[config.mk]
export PLATFORM = sky130hd
export DESIGN_NAME = rectangle_hit_test_table_core
export DESIGN_NICKNAME = d
export VERILOG_FILES = /design/src/hw/rtl/rhtt_pkg.sv /design/src/hw/rtl/rectangle_hit_test_table_core.sv /design/src/hw/rtl/rhtt_datapath.sv /design/src/hw/rtl/rhtt_ctrl.sv
export SDC_FILE = /design/constraint.sdc
export NUM_CORES = 1
export LEC_CHECK = 0
export ABC_CLOCK_PERIOD_IN_PS = 14800
export BUFFER_PORTS_ARGS = -buffer_cell sky130_fd_sc_hd__buf_2
export CAP_MARGIN = 20
export CORE_MARGIN = 4
export CORE_UTILIZATION = 47
export DETAILED_ROUTE_END_ITERATION = 7
export PLACE_DENSITY = 0.68
export SKIP_LAST_GASP = 1
export SYNTH_ARGS = -nofsm -noshare
export SYNTH_HDL_FRONTEND = slang
export SYNTH_HIERARCHICAL = 1
export SYNTH_SLANG_ARGS = --single-unit
[constraint.sdc]
create_clock -name clk -period 14.8 [get_ports clk]
set_input_delay 0.74 -clock clk [delete_from_list [all_inputs] [get_ports clk]]
set_output_delay 0.74 -clock clk [all_outputs]
set_load 0.02 [all_outputs]
[src/hw/rtl/rhtt_pkg.sv]
package rhtt_pkg;

    localparam int DEPTH_DEF      = 16;
    localparam int COORD_BITS_DEF = 12;

    localparam int CMD_W    = 3;
    localparam int PCOORD_W = 12;
    localparam int SLOT_W   = 4;
    localparam int HIT_W    = 4;
    localparam int COUNT_W  = 5;
    localparam int STATUS_W = 2;
    localparam int EXT_W    = 17;

    localparam logic [CMD_W-1:0] CMD_INSERT      = 3'd0;
    localparam logic [CMD_W-1:0] CMD_REMOVE_LAST = 3'd1;
    localparam logic [CMD_W-1:0] CMD_ERASE_INDEX = 3'd2;
    localparam logic [CMD_W-1:0] CMD_ERASE_POINT = 3'd3;
    localparam logic [CMD_W-1:0] CMD_LOOKUP      = 3'd4;

    localparam logic [STATUS_W-1:0] ST_OK    = 2'd0;
    localparam logic [STATUS_W-1:0] ST_FULL  = 2'd1;
    localparam logic [STATUS_W-1:0] ST_RANGE = 2'd2;

    typedef enum logic [2:0] {
        PTR_HOLD,
        PTR_COUNT_M1,
        PTR_SLOT,
        PTR_ZERO,
        PTR_INC,
        PTR_DEC
    } ptr_op_t;

    typedef enum logic [1:0] {
        RD_PTR,
        RD_PTR_INC,
        RD_PTR_DEC,
        RD_PTR_INC2
    } rd_op_t;

    typedef enum logic [1:0] {
        WR_NONE,
        WR_NEW,
        WR_UP,
        WR_DOWN
    } wr_op_t;

    typedef enum logic [1:0] {
        CNT_HOLD,
        CNT_INC,
        CNT_DEC
    } cnt_op_t;

    typedef struct packed {
        logic                load;
        ptr_op_t             ptr_op;
        rd_op_t              rd_op;
        wr_op_t              wr_op;
        cnt_op_t             cnt_op;
        logic                set_status;
        logic [STATUS_W-1:0] status_code;
        logic                set_hit;
        logic                out_load;
    } rhtt_ctrl_t;

    typedef struct packed {
        logic [CMD_W-1:0] cmd;
        logic             count_zero;
        logic             count_full;
        logic             slot_oob;
        logic             ptr_zero;
        logic             ptr_last;
        logic             next_last;
        logic             hit;
    } rhtt_stat_t;

endpackage

[src/hw/rtl/rectangle_hit_test_table_core.sv]
// Ordered rectangle table with point hit test.
// Command channel: cmd_valid/cmd_stall carry one command transaction with
// its corners, query point and slot. Response channel: rsp_valid/rsp_stall
// carry found, hit_index, entry_count and status, one per command.
// One command is worked on at a time; cmd_stall is high from the cycle after
// acceptance until the result is loaded into the response register.
// Every step is one access of the single table memory (one read and at most
// one write per cycle), so latency follows the number of entries visited.
// Steps per command: remove last, errors, unused codes and insert into an
// empty table finish straight from decode; insert moves each stored entry
// back one slot, from the last down, then writes the new one at slot 0;
// erase at index moves each entry behind the slot forward one slot; lookup
// scans from slot 0 to the first hit or the last entry; erase at point scans
// as lookup and on a hit erases that slot as erase at index does.
// The next command can be taken in the cycle after the result is loaded.
// Reset empties the table and clears rsp_valid; no clearing pass is needed.
// A stalled response holds its payload; the next command may be accepted and
// worked on meanwhile, and waits at its end until the response is taken.
module rectangle_hit_test_table_core
    import rhtt_pkg::*;
#(
    parameter int DEPTH      = DEPTH_DEF,
    parameter int COORD_BITS = COORD_BITS_DEF
)
(
    input  logic                clk,
    input  logic                rst_n,
    input  logic                cmd_valid,
    output logic                cmd_stall,
    input  logic [CMD_W-1:0]    command,
    input  logic [PCOORD_W-1:0] corner_ax,
    input  logic [PCOORD_W-1:0] corner_ay,
    input  logic [PCOORD_W-1:0] corner_bx,
    input  logic [PCOORD_W-1:0] corner_by,
    input  logic [PCOORD_W-1:0] point_x,
    input  logic [PCOORD_W-1:0] point_y,
    input  logic [SLOT_W-1:0]   slot_index,
    output logic                rsp_valid,
    input  logic                rsp_stall,
    output logic                found,
    output logic [HIT_W-1:0]    hit_index,
    output logic [COUNT_W-1:0]  entry_count,
    output logic [STATUS_W-1:0] status
);

    rhtt_ctrl_t ctrl;
    rhtt_stat_t stat;

    rhtt_ctrl u_ctrl (
        .clk       (clk),
        .rst_n     (rst_n),
        .cmd_valid (cmd_valid),
        .cmd_stall (cmd_stall),
        .rsp_valid (rsp_valid),
        .rsp_stall (rsp_stall),
        .ctrl      (ctrl),
        .stat      (stat)
    );

    rhtt_datapath #(
        .DEPTH      (DEPTH),
        .COORD_BITS (COORD_BITS)
    ) u_datapath (
        .clk         (clk),
        .rst_n       (rst_n),
        .ctrl        (ctrl),
        .stat        (stat),
        .command     (command),
        .corner_ax   (corner_ax),
        .corner_ay   (corner_ay),
        .corner_bx   (corner_bx),
        .corner_by   (corner_by),
        .point_x     (point_x),
        .point_y     (point_y),
        .slot_index  (slot_index),
        .found       (found),
        .hit_index   (hit_index),
        .entry_count (entry_count),
        .status      (status)
    );

endmodule

[src/hw/rtl/rhtt_datapath.sv]
module rhtt_datapath
    import rhtt_pkg::*;
#(
    parameter int DEPTH      = DEPTH_DEF,
    parameter int COORD_BITS = COORD_BITS_DEF
)
(
    input  logic                clk,
    input  logic                rst_n,
    input  rhtt_ctrl_t          ctrl,
    output rhtt_stat_t          stat,
    input  logic [CMD_W-1:0]    command,
    input  logic [PCOORD_W-1:0] corner_ax,
    input  logic [PCOORD_W-1:0] corner_ay,
    input  logic [PCOORD_W-1:0] corner_bx,
    input  logic [PCOORD_W-1:0] corner_by,
    input  logic [PCOORD_W-1:0] point_x,
    input  logic [PCOORD_W-1:0] point_y,
    input  logic [SLOT_W-1:0]   slot_index,
    output logic                found,
    output logic [HIT_W-1:0]    hit_index,
    output logic [COUNT_W-1:0]  entry_count,
    output logic [STATUS_W-1:0] status
);

    localparam int IW = $clog2(DEPTH);
    localparam int CW = $clog2(DEPTH + 1);
    localparam int EW = 4 * COORD_BITS;

    function automatic logic [COORD_BITS-1:0] trim(input logic [PCOORD_W-1:0] v);
        logic [EXT_W-1:0] e;
        e = {{(EXT_W-PCOORD_W){1'b0}}, v};
        return e[COORD_BITS-1:0];
    endfunction

    logic [EW-1:0]         rect_mem [DEPTH];
    logic [EW-1:0]         rd_data_reg;

    logic [CMD_W-1:0]      cmd_reg, cmd_next;
    logic [COORD_BITS-1:0] ax_reg, ax_next, ay_reg, ay_next;
    logic [COORD_BITS-1:0] bx_reg, bx_next, by_reg, by_next;
    logic [COORD_BITS-1:0] px_reg, px_next, py_reg, py_next;
    logic [SLOT_W-1:0]     slot_reg, slot_next;
    logic [IW-1:0]         ptr_reg, ptr_next;
    logic [CW-1:0]         count_reg, count_next;
    logic                  found_reg, found_next;
    logic [IW-1:0]         hitpos_reg, hitpos_next;
    logic [STATUS_W-1:0]   status_reg, status_next;
    logic                  found_out_reg, found_out_next;
    logic [HIT_W-1:0]      hit_out_reg, hit_out_next;
    logic [COUNT_W-1:0]    count_out_reg, count_out_next;
    logic [STATUS_W-1:0]   status_out_reg, status_out_next;

    logic [EXT_W-1:0]      ptr_x, count_x, slot_x, hitpos_x;
    logic [IW-1:0]         rd_addr, wr_addr;
    logic                  wr_en;
    logic [EW-1:0]         wr_data, new_entry;
    logic [COORD_BITS-1:0] xl, xh, yl, yh;

    assign ptr_x    = {{(EXT_W-IW){1'b0}}, ptr_reg};
    assign count_x  = {{(EXT_W-CW){1'b0}}, count_reg};
    assign slot_x   = {{(EXT_W-SLOT_W){1'b0}}, slot_reg};
    assign hitpos_x = {{(EXT_W-IW){1'b0}}, hitpos_reg};

    assign xl = rd_data_reg[COORD_BITS-1:0];
    assign xh = rd_data_reg[2*COORD_BITS-1:COORD_BITS];
    assign yl = rd_data_reg[3*COORD_BITS-1:2*COORD_BITS];
    assign yh = rd_data_reg[4*COORD_BITS-1:3*COORD_BITS];

    assign new_entry = {
        (ay_reg < by_reg) ? by_reg : ay_reg,
        (ay_reg < by_reg) ? ay_reg : by_reg,
        (ax_reg < bx_reg) ? bx_reg : ax_reg,
        (ax_reg < bx_reg) ? ax_reg : bx_reg
    };

    assign stat.cmd        = cmd_reg;
    assign stat.count_zero = (count_x == '0);
    assign stat.count_full = (count_x == EXT_W'(DEPTH));
    assign stat.slot_oob   = (slot_x >= count_x);
    assign stat.ptr_zero   = (ptr_x == '0);
    assign stat.ptr_last   = ((ptr_x + EXT_W'(1)) == count_x);
    assign stat.next_last  = ((ptr_x + EXT_W'(2)) == count_x);
    assign stat.hit        = (px_reg > xl) && (px_reg < xh) && (py_reg > yl) && (py_reg < yh);

    always_comb
    begin
        case (ctrl.rd_op)
            RD_PTR:      rd_addr = ptr_reg;
            RD_PTR_INC:  rd_addr = ptr_reg + IW'(1);
            RD_PTR_DEC:  rd_addr = ptr_reg - IW'(1);
            RD_PTR_INC2: rd_addr = ptr_reg + IW'(2);
            default:     rd_addr = ptr_reg;
        endcase
    end

    always_comb
    begin
        wr_en   = 1'b0;
        wr_addr = ptr_reg;
        wr_data = rd_data_reg;
        case (ctrl.wr_op)
            WR_NEW:
            begin
                wr_en   = 1'b1;
                wr_addr = '0;
                wr_data = new_entry;
            end
            WR_UP:
            begin
                wr_en   = 1'b1;
                wr_addr = ptr_reg + IW'(1);
            end
            WR_DOWN:
            begin
                wr_en   = 1'b1;
            end
            default:
            begin
                wr_en   = 1'b0;
            end
        endcase
    end

    always_ff @(posedge clk)
    begin
        if (wr_en)
        begin
            rect_mem[wr_addr] <= wr_data;
        end
        rd_data_reg <= rect_mem[rd_addr];
    end

    always_comb
    begin
        cmd_next        = cmd_reg;
        ax_next         = ax_reg;
        ay_next         = ay_reg;
        bx_next         = bx_reg;
        by_next         = by_reg;
        px_next         = px_reg;
        py_next         = py_reg;
        slot_next       = slot_reg;
        found_next      = found_reg;
        hitpos_next     = hitpos_reg;
        status_next     = status_reg;
        found_out_next  = found_out_reg;
        hit_out_next    = hit_out_reg;
        count_out_next  = count_out_reg;
        status_out_next = status_out_reg;

        if (ctrl.load)
        begin
            cmd_next    = command;
            ax_next     = trim(corner_ax);
            ay_next     = trim(corner_ay);
            bx_next     = trim(corner_bx);
            by_next     = trim(corner_by);
            px_next     = trim(point_x);
            py_next     = trim(point_y);
            slot_next   = slot_index;
            found_next  = 1'b0;
            hitpos_next = '0;
            status_next = ST_OK;
        end
        if (ctrl.set_status)
        begin
            status_next = ctrl.status_code;
        end
        if (ctrl.set_hit)
        begin
            found_next  = 1'b1;
            hitpos_next = ptr_reg;
        end
        if (ctrl.out_load)
        begin
            found_out_next  = found_reg;
            hit_out_next    = hitpos_x[HIT_W-1:0];
            count_out_next  = count_x[COUNT_W-1:0];
            status_out_next = status_reg;
        end

        case (ctrl.ptr_op)
            PTR_COUNT_M1: ptr_next = count_x[IW-1:0] - IW'(1);
            PTR_SLOT:     ptr_next = slot_x[IW-1:0];
            PTR_ZERO:     ptr_next = '0;
            PTR_INC:      ptr_next = ptr_reg + IW'(1);
            PTR_DEC:      ptr_next = ptr_reg - IW'(1);
            default:      ptr_next = ptr_reg;
        endcase

        case (ctrl.cnt_op)
            CNT_INC: count_next = count_reg + CW'(1);
            CNT_DEC: count_next = count_reg - CW'(1);
            default: count_next = count_reg;
        endcase
    end

    always_ff @(posedge clk or negedge rst_n)
    begin
        if (!rst_n)
        begin
            count_reg <= '0;
        end
        else
        begin
            count_reg <= count_next;
        end
    end

    always_ff @(posedge clk)
    begin
        cmd_reg        <= cmd_next;
        ax_reg         <= ax_next;
        ay_reg         <= ay_next;
        bx_reg         <= bx_next;
        by_reg         <= by_next;
        px_reg         <= px_next;
        py_reg         <= py_next;
        slot_reg       <= slot_next;
        ptr_reg        <= ptr_next;
        found_reg      <= found_next;
        hitpos_reg     <= hitpos_next;
        status_reg     <= status_next;
        found_out_reg  <= found_out_next;
        hit_out_reg    <= hit_out_next;
        count_out_reg  <= count_out_next;
        status_out_reg <= status_out_next;
    end

    assign found       = found_out_reg;
    assign hit_index   = hit_out_reg;
    assign entry_count = count_out_reg;
    assign status      = status_out_reg;

endmodule

[src/hw/rtl/rhtt_ctrl.sv]
module rhtt_ctrl
    import rhtt_pkg::*;
(
    input  logic       clk,
    input  logic       rst_n,
    input  logic       cmd_valid,
    output logic       cmd_stall,
    output logic       rsp_valid,
    input  logic       rsp_stall,
    output rhtt_ctrl_t ctrl,
    input  rhtt_stat_t stat
);

    typedef enum logic [3:0] {
        S_IDLE,
        S_DECODE,
        S_UP_PRIME,
        S_UP_MOVE,
        S_UP_NEW,
        S_DN_START,
        S_DN_MOVE,
        S_SC_PRIME,
        S_SCAN,
        S_FINISH
    } state_t;

    state_t state_reg, state_next;
    logic   rsp_valid_reg, rsp_valid_next;

    assign cmd_stall = (state_reg != S_IDLE);
    assign rsp_valid = rsp_valid_reg;

    always_comb
    begin
        state_next       = state_reg;
        ctrl.load        = 1'b0;
        ctrl.ptr_op      = PTR_HOLD;
        ctrl.rd_op       = RD_PTR;
        ctrl.wr_op       = WR_NONE;
        ctrl.cnt_op      = CNT_HOLD;
        ctrl.set_status  = 1'b0;
        ctrl.status_code = ST_OK;
        ctrl.set_hit     = 1'b0;
        ctrl.out_load    = 1'b0;

        unique case (state_reg)
            S_IDLE:
            begin
                if (cmd_valid)
                begin
                    ctrl.load  = 1'b1;
                    state_next = S_DECODE;
                end
            end
            S_DECODE:
            begin
                state_next = S_FINISH;
                unique case (stat.cmd) inside
                    CMD_INSERT:
                    begin
                        if (stat.count_full)
                        begin
                            ctrl.set_status  = 1'b1;
                            ctrl.status_code = ST_FULL;
                        end
                        else if (stat.count_zero)
                        begin
                            ctrl.wr_op  = WR_NEW;
                            ctrl.cnt_op = CNT_INC;
                        end
                        else
                        begin
                            ctrl.ptr_op = PTR_COUNT_M1;
                            state_next  = S_UP_PRIME;
                        end
                    end
                    CMD_REMOVE_LAST:
                    begin
                        if (stat.count_zero)
                        begin
                            ctrl.set_status  = 1'b1;
                            ctrl.status_code = ST_RANGE;
                        end
                        else
                        begin
                            ctrl.cnt_op = CNT_DEC;
                        end
                    end
                    CMD_ERASE_INDEX:
                    begin
                        if (stat.slot_oob)
                        begin
                            ctrl.set_status  = 1'b1;
                            ctrl.status_code = ST_RANGE;
                        end
                        else
                        begin
                            ctrl.ptr_op = PTR_SLOT;
                            state_next  = S_DN_START;
                        end
                    end
                    CMD_ERASE_POINT, CMD_LOOKUP:
                    begin
                        if (stat.count_zero)
                        begin
                            ctrl.set_status  = 1'b1;
                            ctrl.status_code = ST_RANGE;
                        end
                        else
                        begin
                            ctrl.ptr_op = PTR_ZERO;
                            state_next  = S_SC_PRIME;
                        end
                    end
                    default:
                    begin
                        state_next = S_FINISH;
                    end
                endcase
            end
            S_UP_PRIME:
            begin
                ctrl.rd_op = RD_PTR;
                state_next = S_UP_MOVE;
            end
            S_UP_MOVE:
            begin
                ctrl.wr_op = WR_UP;
                ctrl.rd_op = RD_PTR_DEC;
                if (stat.ptr_zero)
                begin
                    state_next = S_UP_NEW;
                end
                else
                begin
                    ctrl.ptr_op = PTR_DEC;
                end
            end
            S_UP_NEW:
            begin
                ctrl.wr_op  = WR_NEW;
                ctrl.cnt_op = CNT_INC;
                state_next  = S_FINISH;
            end
            S_DN_START:
            begin
                if (stat.ptr_last)
                begin
                    ctrl.cnt_op = CNT_DEC;
                    state_next  = S_FINISH;
                end
                else
                begin
                    ctrl.rd_op = RD_PTR_INC;
                    state_next = S_DN_MOVE;
                end
            end
            S_DN_MOVE:
            begin
                ctrl.wr_op = WR_DOWN;
                ctrl.rd_op = RD_PTR_INC2;
                if (stat.next_last)
                begin
                    ctrl.cnt_op = CNT_DEC;
                    state_next  = S_FINISH;
                end
                else
                begin
                    ctrl.ptr_op = PTR_INC;
                end
            end
            S_SC_PRIME:
            begin
                ctrl.rd_op = RD_PTR;
                state_next = S_SCAN;
            end
            S_SCAN:
            begin
                if (stat.hit)
                begin
                    ctrl.set_hit = 1'b1;
                    if (stat.cmd == CMD_ERASE_POINT)
                    begin
                        state_next = S_DN_START;
                    end
                    else
                    begin
                        state_next = S_FINISH;
                    end
                end
                else if (stat.ptr_last)
                begin
                    state_next = S_FINISH;
                end
                else
                begin
                    ctrl.rd_op  = RD_PTR_INC;
                    ctrl.ptr_op = PTR_INC;
                end
            end
            S_FINISH:
            begin
                if (!rsp_valid_reg || !rsp_stall)
                begin
                    ctrl.out_load = 1'b1;
                    state_next    = S_IDLE;
                end
            end
            default:
            begin
                state_next = S_IDLE;
            end
        endcase

        if (ctrl.out_load)
        begin
            rsp_valid_next = 1'b1;
        end
        else if (rsp_valid_reg && !rsp_stall)
        begin
            rsp_valid_next = 1'b0;
        end
        else
        begin
            rsp_valid_next = rsp_valid_reg;
        end
    end

    always_ff @(posedge clk or negedge rst_n)
    begin
        if (!rst_n)
        begin
            state_reg     <= S_IDLE;
            rsp_valid_reg <= 1'b0;
        end
        else
        begin
            state_reg     <= state_next;
            rsp_valid_reg <= rsp_valid_next;
        end
    end

endmodule

======== Word level (Yosys, flattened, before mapping) ========
Memories as Yosys holds them, arrays and structs flattened. A register that Yosys moved wholly into a read port is not among the register bits.
Index checks and enable logic that the tools add are counted.
word-level totals
  flip-flop bits (word level) ............. 112
  bits in latches ......................... 0
  memory bits (writable) .................. 768
  memory bits (read-only) ................. 0
  input port bits ......................... 83
  output and inout port bits .............. 14
  logic and storage cells ................. 155
  memories kept ........................... 1
memories
  memory               words  bits a word  rd ports  clocked after memory_dff  write ports  line                 RTL
  u_datapath.rect_mem  16     48           1         1                         1            rhtt_datapath.sv:36  logic [EW-1:0] rect_mem [DEPTH];
cells by class
  $add $sub $neg .......................... 8
  $mul .................................... 0
  div/mod/pow operators ................... 0
  $lt $le $gt $ge ......................... 7
  equal/unequal tests ..................... 34
  shift-type cells ........................ 0
  muxes and demuxes ....................... 64
  bitwise logic cells ..................... 0
  reductions and logical operators ........ 22
operators with widths
  cell                number
  $mux 4              15
  $lt 12x12->1        4
  $mux 12             4
  $mux 48             1
  $pmux 4 s10         1
  $eq 17x5->1         2
  $logic_not 17->1    2
  $gt 12x12->1        2
  $mux 3              8
  $pmux 2 s4          3
  $pmux 4 s5          1
  $pmux 3 s3          2
  $eq 4x3->1 const B  4
  $mux 2              8
  $pmux 4 s4          1
  $mux 1              13
  $eq 3x2->1 const B  4
  $pmux 3 s4          1
  $pmux 4 s3          1
  $eq 2x2->1 const B  5
  $mux 5              2
  $pmux 5 s2          1
  $eq 3x3->1 const B  3
  $eq 4x2->1 const B  2
  other kinds (30)    45

======== Depth between registers and ports, before layout ========
Gate-level depths: netlist of run 1.
  word-level depth ........................ 10
  mapped depth ............................ 19
  mapped depth without buffers ............ 17

======== Modules after synthesis ========
Netlist of run 1, hierarchy kept.
by module, submodules not included
  module         times used  cells an instance  area an instance (µm²)  seq. area each (µm²)
  rhtt_datapath  1           2344               39272.7                 27201.1
  rhtt_ctrl      1           97                 733.2                   125.1

======== Worst setup path before layout of run 1 ========
Ideal clock, no wire load.
  kind .................................... flip-flop to flip-flop
  start ................................... reg u_datapath.count_reg[0]
  end ..................................... mem u_datapath/rect_mem[1][0] (netlist name) (enable)
  library setup time ...................... 0.454 ns
  arrival ................................. 4.747 ns
  required time ........................... 14.346 ns
  setup slack ............................. 9.600 ns
  cell stages (with the launch flop) ...... 16
  buffers on the path ..................... 2
  period minus slack after synthesis ...... 5.200 ns
  cells stage by stage .................... dfrtp_1 > clkbuf_1 > inv_1 > ha_1 > and4_1 > nor3_1 > nand3_1 > o21ai_0 > inv_1 > ha_1 > clkbuf_1 > nand2_1 > nor3_1 > a21oi_1 > or2_2 > nor2_1
RTL lines
  item                    line                  RTL
  start, declared         rhtt_datapath.sv:45   logic [CW-1:0] count_reg, count_next;
  start signal, assigned  rhtt_datapath.sv:207  count_reg <= count_next;
  end, declared           rhtt_datapath.sv:36

==> out/results.tsv, run 1 <==
stage	metric	value	unit
outcome	status	finished clean	
drt	ant_nets	0	
power	power.density	239	mW/mm²
yosys	ys_ff_latch	928	
final_layout	regArea	0.0273	mm²
drt	wire_per_inst	22.9	µm
yosys	yosys.area_share.simple	3.69	%
sta	clock_skew	0.0591	ns
yosys	yosysSeqAreaShare	68.3	%
yosys	synth_common_cells	edfxtp_1 (869), mux2i_1 (725), inv_1 (111), nor2_1 (91), ha_1 (86)	
yosys	syn_nets	2611	
drt	viasPerCell	5.52	
yosys	synth_top_family_by_area	multiplexers	
worst_setup_path	critPathKind	reg2reg	
placement	port-buffer-count	96	
power	seq_power_share	34.9	%
drt	wl	87.2	mm
final_layout	multiInputGateArea	0.0115	mm²
hold_path	worst_hold_path_type	in2reg	
yosys	synth_edf_count	869	
yosys	netlist.area_leader.share	65.2	%
cts	cts_root_buf	clkbuf_16	
cts	cts_tree	built	
cts	postCtsSetupBuffers	0	
cts	clkTransAtPathRegs	0.06	ns
worst_setup_path	required	15.29	ns
placement	place_congestion	0.847	
floorplanning	die_x	300	µm
power	peakVddDrop	273	µV
final_layout	nFillCells	6631	
global_routing	track_usage	19.1	%
power	comb_power_share	42.6	%
yosys	synthMuxAreaShare	18.1	%
worst_setup_path	arrival	6.69	ns
global_routing	overflow	0	
sta	hold_ws	0.261	ns
placement	place_hpwl	46.4	mm
final_layout	drive_above_1_share	13.7	%
worst_setup_path	path_common_cell	mux2i_1	
yosys	synthArstFlopShare	1.08	%
floorplanning	die_y	300	µm
yosys	syn-cell-area	0.0400	mm²
cts	cts_buffer_depth	3	
sta	worst_slew_pin_slew	1.14	ns
sta	period_share	41.9	%
sta	finalHoldViolations	0	
yosys	synth_compound_area_share	3.09	%
sta	rsz0062_at_grt	false	
power	switching_share	35.1	%
final_layout	nets	2763	
cts	clock_latency	0.65	ns
yosys	synthCells	2441	
yosys	synthTopCellsByArea	edfxtp_1 (65%), mux2i_1 (18%), ha_1 (2.7%)	
global_routing	grt_start_max_net_pins	153	
power	leakage	0.0172	µW
placement	dpl_cell_area	0.0418	mm²
worst_setup_path	path_cells	ha_1 -> nand4_1 -> nor3_1 -> or4_1 -> nor3_1 -> o21ai_0 -> nor4_1 -> buf_2 -> or3_2 -> o21ai_0 -> buf_4 -> xnor2_4 -> xnor2_4 -> buf_4 -> buf_4 -> mux2i_1 -> mux2i_1 -> mux2i_1 -> mux2i_1	
yosys	avgSynthCellArea	16.4	µm²
floorplanning	die_area	0.0899	mm²
global_routing	grt_pass1_vias	20912	
yosys	synth_warnings	6	
sta	period_needed	6.20	ns
yosys	ys.flop_type	edfxtp_1	
yosys	synth_xor_area_share	0.550	%
cts	htreeDepth	3	
sta	final-max-slew-violation-count	0	
floorplanning	core-area	0.0840	mm²
power	power_frac_clock	22.5	%
floorplanning	initial_core_util	47.7	%
final_layout	postLayoutCellArea	0.0450	mm²
floorplanning	num_rows	106	
drt	first_pass_iters	5	
yosys	yosys.area.top_type	edfxtp_1	
drt	drc	0	
worst_setup_path	cp_slowest_cell	buf_4	
final_layout	fin_util	53.7	%
sta	max_freq	161	MHz
cts	numCtsBuffers	95	
job	maxCapViolations	0	
yosys	ys_types	75	
worst_setup_path	cp_num_buf_inv	4	
final_layout	largest_reg_flops	768	
global_routing	grt_pass1_wl	130	mm
floorplanning	io_pins	97	
worst_setup_path	cp-end-kind	flop	
cts	clock_sinks	928	
worst_setup_path	worst-path-max-fanout	64	
yosys	yosys.area_share.adder	2.74	%
worst_setup_path	critPathMaxStageDelay	0.95	ns
worst_setup_path	startpoint_type	flop	
global_routing	antenna_found_initial	5	
sta	setup_viol	0	
final_layout	area_delta_synth_final	12.6	%
sta	slew_headroom	22.1	%
worst_setup_path	crit_family	buffers and inverters	
yosys	synth.most_common_cell	edfxtp_1	
power	internal-power	6990	µW
drt	vias	21002	
power	p_switching	3790	µW
drt	drtIter0Drc	1906	
sta	final.setup.tns	0	ns
## layout by cell type, fill, tap and decap left out, types with 34 or more instances in the layout
| cell | count |
|---|---|
| edfxtp_1 | 869 |
| ha_1 | 85 |
| a311oi_1 | 47 |
| dfxtp_1 | 49 |
| mux2i_1 | 725 |
| nor3b_1 | 49 |
| nand2_1 | 34 |
| clkbuf_16 | 96 |
| inv_1 | 111 |
| buf_4 | 80 |
| buf_2 | 97 |
| nor2_1 | 75 |
## kinds of logic (layout without fill, tap and decap cells)
| kind of cell | Yosys count | count (layout) |
|---|---|---|
| DFF | 928 | 928 |
| adders and majority gates | 87 | 87 |
| buffers and inverters | 239 | 471 |
| muxes | 725 | 725 |
| other | 0 | 1 |
| and+or+nand+nor | 269 | 269 |
| AOI/OAI and AO/OA | 173 | 173 |
| xor gates and xnor gates | 20 | 20 |
## through the flow
step	cells	setup slack [ns]	power (µW)
CTS	3803	8.23	10800
global placement	3625	8.46	8240
detailed placement	3625	8.28	8370
global route	3807	8.31	11400
finish	3808	8.60	10800
floorplan	2441	9.60	7520
## cell type report
cell class,count,share of cell area [%]
Inverter,113,0.942
Multi-Input combinational cell,1274,25.5
Sequential cell,928,60.7
Antenna cell,1,0.00556
Timing Repair Buffer,181,2.58
Tap cell,1134,3.15
Clock inverter,46,1.32
Clock buffer,131,5.83
## power groups by stage
| stage | clock network [µW] | logic, µW | registers, µW |
|---|---|---|---|
| after floorplan | 0 | 3780 | 3740 |
| after global placement | 0 | 4430 | 3810 |
| after detailed placement | 0 | 4560 | 3810 |
| after CTS | 2470 | 4590 | 3760 |
| after global routing | 2590 | 4970 | 3790 |
| final | 2430 | 4590 | 3760 |
## timing repair
action	CTS	global route
hold endpoints to repair	10	0
resized for setup	0	0
hold buffers	1	0
## metal layers
| layer | routed length (µm) | GRT usage (%) | vias to the layer above | part of all wire, % |
|---|---|---|---|---|
| met5 | 41 | 0 | - | 0.047 |
| met4 | 2180 | 5.28 | 6 | 2.5 |
| met3 | 5050 | 3.34 | 166 | 5.8 |
| met2 | 40800 | 30.9 | 579 | 47 |
| met1 | 39200 | 26.8 | 10541 | 45 |
| li1 | - | - | 9710 | - |
## worst reg2reg max path, delay by kind of cell (launching register included)
kind / cells / cell delay, ns
AO/OA/AOI/OAI: 2 / 0.27
XOR/XNOR: 2 / 0.29
adder cells (fa/ha/maj): 1 / 0.34
buffers and inverters: 4 / 2.18
flip-flops: 1 / 0.53
multiplexers: 4 / 0.76
AND/OR/NAND/NOR: 6 / 1.68
## worst paths after layout
| kind | startpoint | endpoint | slack, ns | depth (start not counted) |
|---|---|---|---|---|
| setup / recovery | u_datapath/py_reg[8] | u_datapath/rd_data_reg[13] | 8.60 | 19 |
| hold / removal | corner_ax[6] | u_datapath/ax_reg[6] | 0.26 | 1 |
| setup reg to reg | u_datapath/py_reg[8] | u_datapath/rd_data_reg[13] | 8.60 | 19 |
| hold reg to reg | u_datapath/status_reg[1] | u_datapath/status[1] | 0.42 | 0 |
| max in group asynchronous | rst_n | u_datapath/count_reg[1] | 14.03 | 2 |
| min in group asynchronous | rst_n | u_datapath/count_reg[4] | 0.52 | 2 |
(Power assumes the default switching activity.)
==> run 2, diff against run 1 <==
--- a/config.mk
+++ b/config.mk
@@ -5,13 +5,13 @@
 export SDC_FILE = /design/constraint.sdc
 export NUM_CORES = 1
 export LEC_CHECK = 0
-export ABC_CLOCK_PERIOD_IN_PS = 14800
+export ABC_CLOCK_PERIOD_IN_PS = 5100
 export BUFFER_PORTS_ARGS = -buffer_cell sky130_fd_sc_hd__buf_2
 export CAP_MARGIN = 20
 export CORE_MARGIN = 4
 export CORE_UTILIZATION = 47
 export DETAILED_ROUTE_END_ITERATION = 7
-export PLACE_DENSITY = 0.68
+export PLACE_DENSITY = 0.7
 export SKIP_LAST_GASP = 1
 export SYNTH_ARGS = -nofsm -noshare
 export SYNTH_HDL_FRONTEND = slang
==> constraint.sdc (replaced) <==
create_clock -name clk -period 5.1 [get_ports clk]
set_input_delay 0.255 -clock clk [delete_from_list [all_inputs] [get_ports clk]]
set_output_delay 0.255 -clock clk [all_outputs]
set_load 0.02 [all_outputs]
==> out/results.tsv, run 2 (synthesis gave the netlist of run 1 again) <==
stage	metric	value	unit	change
power	power_frac_clock	21.2	%	was 22.5%
sta	setup_viol	0		unchanged
worst_setup_path	worstReg2RegStart	u_datapath/py_reg[1]		was u_datapath/py_reg[8]
sta	period_needed	4.82	ns	was 6.20 ns
sta	setup_slack	0.278	ns	was 8.60 ns
worst_setup_path	regToRegEndpoint	u_datapath/rd_data_reg[1]		was u_datapath/rd_data_reg[13]
drt	viasPerCell	5.55		was 5.52
sta	rsz0062_at_grt	false		unchanged
power	leakage	0.0180	µW	was 0.0172 µW
floorplanning	die_area	0.0899	mm²	unchanged
global_routing	grt_pass1_vias	21905		was 20912
drt	wl	91.8	mm	was 87.2 mm
drt	vias	21919		was 21002
power	power.density	695	mW/mm²	was 239 mW/mm²
final_layout	final_common_cell	edfxtp_1		unchanged
drt	drtIter0Drc	1801		was 1906
cts	clock_latency	0.66	ns	was 0.65 ns
final_layout	nFillCells	6421		was 6631
cts	htreeDepth	3		unchanged
power	comb_power_share	45.3	%	was 42.6%
outcome	status	finished clean		unchanged
final_layout	final_cell_mix	edfxtp_1 (869), mux2i_1 (725), inv_1 (111)		unchanged
cts	cts_tree	built		unchanged
drt	wire_per_inst	23.2	µm	was 22.9 µm
global_routing	antenna_found_initial	5		unchanged
power	peakVddDrop	621	µV	was 273 µV
sta	finalHoldViolations	0		unchanged
drt	drc	0		unchanged
worst_setup_path	worst-path-max-fanout	21		was 64
placement	dp.cells	3694		was 3625
floorplanning	io_pins	97		unchanged
hold_path	worst_hold_path_type	in2async		was in2reg
worst_setup_path	cp-end-kind	flop		unchanged
sta	period_share	94.6	%	was 41.9%
placement	place_hpwl	53.2	mm	was 46.4 mm
final_layout	largest_reg_flops	768		unchanged
cts	cts_buffer_depth	3		unchanged
placement	place_congestion	0.830		was 0.847
power	seq_power_share	33.4	%	was 34.9%
worst_setup_path	startpoint_type	flop		unchanged
placement	port-buffer-count	96		unchanged
final_layout	regArea	0.0273	mm²	unchanged
floorplanning	die_x	300	µm	unchanged
worst_setup_path	reg2reg_slack	0.28	ns	was 8.60 ns
floorplanning	core-area	0.0840	mm²	unchanged
worst_setup_path	critPathKind	reg2reg		unchanged
cts	cts_root_buf	clkbuf_16		unchanged
worst_setup_path	arrival	5.35	ns	was 6.69 ns
sta	max_freq	207	MHz	was 161 MHz
cts	numCtsBuffers	93		was 95
worst_setup_path	r2r_cells	20		was 19
global_routing	grt_pass1_wl	136	mm	was 130 mm
drt	first_pass_iters	5		unchanged
global_routing	grt_start_max_net_pins	73		was 153
final_layout	fin_util	55.9	%	was 53.7%
final_layout	multiInputGateArea	0.0115	mm²	about the same
sta	final.setup.tns	0	ns	unchanged
placement	pre_cts_ws	0.268	ns	was 8.28 ns
sta	slew_headroom	30.1	%	was 22.1%
power	p_switching	11500	µW	was 3790 µW
sta	clock_skew	0.0515	ns	was 0.0591 ns
final_layout	area_delta_synth_final	17.4	%	was 12.6%
sta	worst_slew_pin_slew	1.05	ns	was 1.14 ns
power	internal-power	21200	µW	was 6990 µW
floorplanning	initial_core_util	47.7	%	unchanged
global_routing	track_usage	20.1	%	was 19.1%
drt	ant_nets	0		unchanged
global_routing	overflow	0		unchanged
final_layout	instances_no_fill	3952		was 3808
worst_setup_path	required	5.63	ns	was 15.29 ns
floorplanning	num_rows	106		unchanged
floorplanning	die_y	300	µm	unchanged
sta	final-max-slew-violation-count	0		unchanged
final_layout	drive_above_1_share	15.2	%	was 13.7%
cts	clock_sinks	928		unchanged
job	maxCapViolations	0		unchanged
power	switching_share	35.1	%	about the same
final_layout	nets	2908		was 2763
cts	clkTransAtPathRegs	0.06	ns	about the same
run 2: cell types whose count changed in the layout (fill, tap and decap cells not counted), sizes merged:
cell,before,now
dlygate4sd3,1,82
bufinv,12,10
clkinvlp,2,3
clkbuf,131,127
inv,116,114
clkinv,29,33
buf,180,246
run 2: metal layers:
layer / routed length [µm] / up-vias / GRT usage (%)
li1: - / 10007 / -
met3: 5580 / 136 / 2.62
met1: 39900 / 11098 / 28.1
met2: 44300 / 678 / 33.5
met5: 0 / - / 0
met4: 2010 / 0 / 5.48
run 2: timing repair:
| item | in CTS | in global routing |
|---|---|---|
| gates resized for setup | 0 | 0 |
| endpoints found under the hold margin | 90 | 0 |
| hold buffers | 82 | 0 |
| buffers inserted | 0 | 0 |
run 2: through the flow:
stage,cell area [µm²],power (µW),hold slack (ns)
after detailed placement,43000,25700,0.135
after floorplan,40000,21800,-0.0406
after CTS,47000,32700,0.0140
after global placement,43000,25200,0.134
final,47000,32600,0.0393
after global routing,47000,34200,0.0591
run 2: critical path: stages, from the launching register on:
cell and delay [ns]:
edfxtp_1 0.43, ha_1 0.29, a2111oi_0 0.37, nor4_1 0.09, a2111oi_0 0.80, buf_4 0.25
nor2_1 0.04, nor4_1 0.18, buf_4 0.20, or3_2 0.13, o21ai_0 0.09, buf_4 0.20
xnor2_4 0.15, xnor2_4 0.20, buf_12 0.19, buf_12 0.21, buf_4 0.23, mux2i_1 0.27
mux2i_1 0.10, mux2i_1 0.16, mux2i_1 0.09
run 2: power by group through the flow:
stage	sequential (µW)	clock (µW)	combinational (µW)
final	10900	6940	14800
after detailed placement	11100	0	14600
after CTS	10900	7050	14800
after global routing	11000	7400	15900
after floorplan	10900	0	11000
after global placement	11000	0	14200
run 2: how the worst max path moves through the flow:
stage / startpoint / endpoint / slack, ns / cells after the start
6_report: u_datapath/py_reg[1] / u_datapath/rd_data_reg[1] / 0.28 / 20
5_1_grt: u_datapath/rd_data_reg[39] / u_datapath/rd_data_reg[11] / 0.06 / 21
4_1_cts: u_datapath/py_reg[1] / u_datapath/rd_data_reg[1] / 0.23 / 20
3_5_place_dp: u_datapath/py_reg[1] / u_datapath/rd_data_reg[1] / 0.27 / 20
3_3_place_gp: u_datapath/py_reg[1] / u_datapath/rd_data_reg[9] / 0.36 / 20
2_1_floorplan: u_datapath/count_reg[0] / u_datapath/rect_mem[13][0] / -0.1 / 15
run 2: area by class of cell:
type                    count  area share (%)
diodes                      1         0.00533
clock buffers             127            5.58
clock inverters            47            1.15
inverters                 113           0.903
multi-input cells        1274            24.4
flip-flops and latches    928            58.2
well taps                1134            3.02
repair buffers            328            6.71
==> run 3, diff against run 2 <==
--- a/config.mk
+++ b/config.mk
@@ -5,13 +5,14 @@
 export SDC_FILE = /design/constraint.sdc
 export NUM_CORES = 1
 export LEC_CHECK = 0
+export ABC_AREA = 1
 export ABC_CLOCK_PERIOD_IN_PS = 5100
 export BUFFER_PORTS_ARGS = -buffer_cell sky130_fd_sc_hd__buf_2
 export CAP_MARGIN = 20
 export CORE_MARGIN = 4
-export CORE_UTILIZATION = 47
+export CORE_UTILIZATION = 50
 export DETAILED_ROUTE_END_ITERATION = 7
-export PLACE_DENSITY = 0.7
+export PLACE_DENSITY = 0.74
 export SKIP_LAST_GASP = 1
 export SYNTH_ARGS = -nofsm -noshare
 export SYNTH_HDL_FRONTEND = slang
==> out/results.tsv, run 3 <==
stage	metric	value	unit	change
sta	finalHoldViolations	0		unchanged
sta	clock_skew	0.0233	ns	was 0.0515 ns
worst_setup_path	regToRegEndpoint	u_datapath/rd_data_reg[31]		was u_datapath/rd_data_reg[1]
worst_setup_path	worst-path-max-fanout	81		was 21
worst_setup_path	reg2reg_slack	0.40	ns	was 0.28 ns
yosys	netlist.area_leader.share	62.3	%	was 65.2%
yosys	syn_nets	4181		was 2611
drt	ant_nets	0		unchanged
final_layout	largest_reg_flops	768		unchanged
floorplanning	num_rows	105		was 106
yosys	avgSynthCellArea	10.4	µm²	was 16.4 µm²
floorplanning	die_x	298	µm	was 300 µm
worst_setup_path	cp_slowest_cell	edfxtp_1		was a2111oi_0
yosys	synth_edf_count	869		unchanged
drt	viasPerCell	5.68		was 5.55
worst_setup_path	startpoint_type	flop		unchanged
yosys	synthCells	4011		was 2441
final_layout	area_delta_synth_final	13.8	%	was 17.4%
cts	numCtsBuffers	91		was 93
worst_setup_path	critPathMaxStageDelay	0.54	ns	was 0.80 ns
floorplanning	die_area	0.0885	mm²	was 0.0899 mm²
sta	period_needed	4.70	ns	was 4.82 ns
worst_setup_path	cp-end-kind	flop		unchanged
cts	cts_root_buf	clkbuf_16		unchanged
floorplanning	io_pins	97		unchanged
floorplanning	initial_core_util	50.7	%	was 47.7%
yosys	synth.most_common_cell	nand2_1		was edfxtp_1
cts	clkTransAtPathRegs	0.06	ns	about the same
power	power.density	318	mW/mm²	was 695 mW/mm²
cts	clock_latency	0.66	ns	about the same
sta	worst_slew_pin_slew	0.966	ns	was 1.05 ns
final_layout	drive_above_1_share	8.10	%	was 15.2%
worst_setup_path	path_cells	ha_1 -> nand4_1 -> nor3_1 -> nand2_1 -> nand3_1 -> nand2_1 -> nor3_2 -> inv_1 -> nand4_1 -> nand3_1 -> nand2_1 -> nand3_4 -> nand2_8 -> buf_12 -> nand2_1 -> nand3_1 -> nand3_1 -> nand3_1 -> nand2_1		was ha_1 -> a2111oi_0 -> nor4_1 -> a2111oi_0 -> buf_4 -> nor2_1 -> nor4_1 -> buf_4 -> or3_2 -> o21ai_0 -> buf_4 -> xnor2_4 -> xnor2_4 -> buf_12 -> buf_12 -> buf_4 -> mux2i_1 -> mux2i_1 -> mux2i_1 -> mux2i_1
drt	wl	110	mm	was 91.8 mm
sta	rsz0062_at_grt	false		unchanged
cts	clock_sinks	928		unchanged
worst_setup_path	worstReg2RegStart	u_datapath/px_reg[6]		was u_datapath/py_reg[1]
cts	htreeDepth	3		unchanged
hold_path	hold_path_depth	6		
worst_setup_path	crit_end	u_datapath/rd_data_reg[31]		was u_datapath/rd_data_reg[1]
final_layout	diodes	0		was 1
worst_setup_path	r2r_cells	19		was 20
sta	period_share	92.2	%	was 94.6%
cts	postCtsSetupBuffers	0		unchanged
sta	final-max-slew-violation-count	0		unchanged
final_layout	final_cell_mix	nand2_1 (1008), nand3_1 (903), edfxtp_1 (869)		was edfxtp_1 (869), mux2i_1 (725), inv_1 (111)
drt	drc	0		unchanged
hold_path	min_from	cmd_valid		
worst_setup_path	crit_path_start	u_datapath/px_reg[6]		was u_datapath/py_reg[1]
worst_setup_path	arrival	5.23	ns	was 5.35 ns
drt	drtIter0Drc	3648		was 1801
yosys	synth_common_cells	nand2_1 (1008), nand3_1 (903), edfxtp_1 (869), inv_1 (513), nand3b_1 (144)		was edfxtp_1 (869), mux2i_1 (725), inv_1 (111), nor2_1 (91), ha_1 (86)
floorplanning	core-area	0.0826	mm²	was 0.0840 mm²
yosys	ys_ff_latch	928		unchanged
cts	cts_tree	built		unchanged
worst_setup_path	required	5.63	ns	about the same
sta	slew_headroom	35.6	%	was 30.1%
final_layout	nFillCells	6510		was 6421
final_layout	final_common_cell	nand2_1		was edfxtp_1
placement	port-buffer-count	96		unchanged
yosys	ys_types	46		was 75
global_routing	track_usage	24.3	%	was 20.1%
yosys	synth_warnings	6		unchanged
yosys	yosysSeqAreaShare	65.2	%	was 68.3%
yosys	ys.flop_type	edfxtp_1		unchanged
yosys	synthArstFlopShare	1.08	%	unchanged
worst_setup_path	critPathKind	reg2reg		unchanged
global_routing	overflow	0		unchanged
sta	setup_viol	0		unchanged
yosys	synthTopCellsByArea	edfxtp_1 (62%), nand3_1 (11%), nand2_1 (9.0%)		was edfxtp_1 (65%), mux2i_1 (18%), ha_1 (2.7%)
final_layout	nets	4289		was 2908
drt	first_pass_iters	5		unchanged
sta	final.setup.tns	0	ns	unchanged
global_routing	grt_pass1_vias	28994		was 21905
placement	place_hpwl	57.8	mm	was 53.2 mm
placement	place_congestion	0.869		was 0.830
hold_path	worst_hold_path_type	in2reg		was in2async
drt	wire_per_inst	20.9	µm	was 23.2 µm
global_routing	grt_start_max_net_pins	154		was 73
power	peakVddDrop	259	µV	was 621 µV
drt	vias	29891		was 21919
job	maxCapViolations	0		unchanged
global_routing	antenna_found_initial	1		was 5
cts	cts_buffer_depth	3		unchanged
sta	max_freq	213	MHz	was 207 MHz
power	leakage	0.0187	µW	was 0.0180 µW
floorplanning	die_y	298	µm	was 300 µm
yosys	yosys.area.top_type	edfxtp_1		unchanged
power	power	15200	µW	was 32600 µW
global_routing	grt_pass1_wl	167	mm	was 136 mm
outcome	status	finished clean		unchanged
yosys	syn-cell-area	0.0419	mm²	was 0.0400 mm²
run 3: what timing repair did:
item,in CTS,in global routing
resized for setup,0,1
endpoints found under the hold margin,90,0
hold buffers,83,0
endpoints found under the setup margin,0,37
run 3: cell type report:
type | instances | area, µm² | area share (%)
Inverter | 520 | 1960 | 4.11
Clock buffer | 130 | 2540 | 5.34
Sequential cell | 928 | 27300 | 57.3
Timing Repair Buffer | 242 | 2260 | 4.74
Tap cell | 1070 | 1340 | 2.81
Clock inverter | 40 | 534 | 1.12
Multi-Input combinational cell | 2336 | 11700 | 24.6
run 3: how the worst min path moves through the flow:
stage	to
floorplan	u_ctrl/rsp_valid
global placement	u_datapath/count_reg[2]
detailed placement	u_datapath/count_reg[2]
CTS	u_ctrl/state_reg[3]
global route	u_datapath/found_reg
finish	u_datapath/found_reg
run 3: worst max-delay path: cells and delay by family (launching register included):
family        cells  cell delay, ns
simple gates     16            3.12
flops             1            0.54
buf+inv           2            0.46
fa+ha+maj         1            0.37
run 3: routing by layer:
metal	vias to the layer above	global-route usage [%]	part of all wire (%)
met3	265	4.01	10
met2	1676	39.7	47
met1	14164	32.4	39
met5	-	0	0
met4	0	9.96	3.6
li1	13786	-	-
run 3: logic make-up (layout without fill, tap and decap cells):
group           after synthesis  count (layout)  share of synthesized area (%)
simple gates               2155            2155                           23.6
compound gates               84              84                           1.09
fa+ha+maj                    87              87                           2.62
flops                       928             928                           65.2
xor+xnor                     10              10                          0.209
buf+inv                     747             932                           7.29
run 3: power by group:
group / switching, µW / internal, µW / total (µW)
clock: 2890 / 4010 / 6890
combinational: 25.1 / 63.3 / 88.4
sequential: 0.0000000000000142 / 8210 / 8210
total: 2910 / 12300 / 15200
run 3: stage by stage:
| step | util, % | hold WS [ns] | cells | worst slack [ns] | cell area (µm²) |
|---|---|---|---|---|---|
| after floorplan | - | -0.0406 | 4011 | 0.442 | 41900 |
| after global placement | 52.9 | 0.139 | 5012 | 0.235 | 43800 |
| after detailed placement | 52.9 | 0.140 | 5012 | 0.128 | 43800 |
| after CTS | 57.7 | 0.116 | 5265 | 0.145 | 47700 |
| after global routing | 57.7 | 0.107 | 5266 | 0.188 | 47700 |
| final | 57.7 | 0.0688 | 5266 | 0.400 | 47700 |
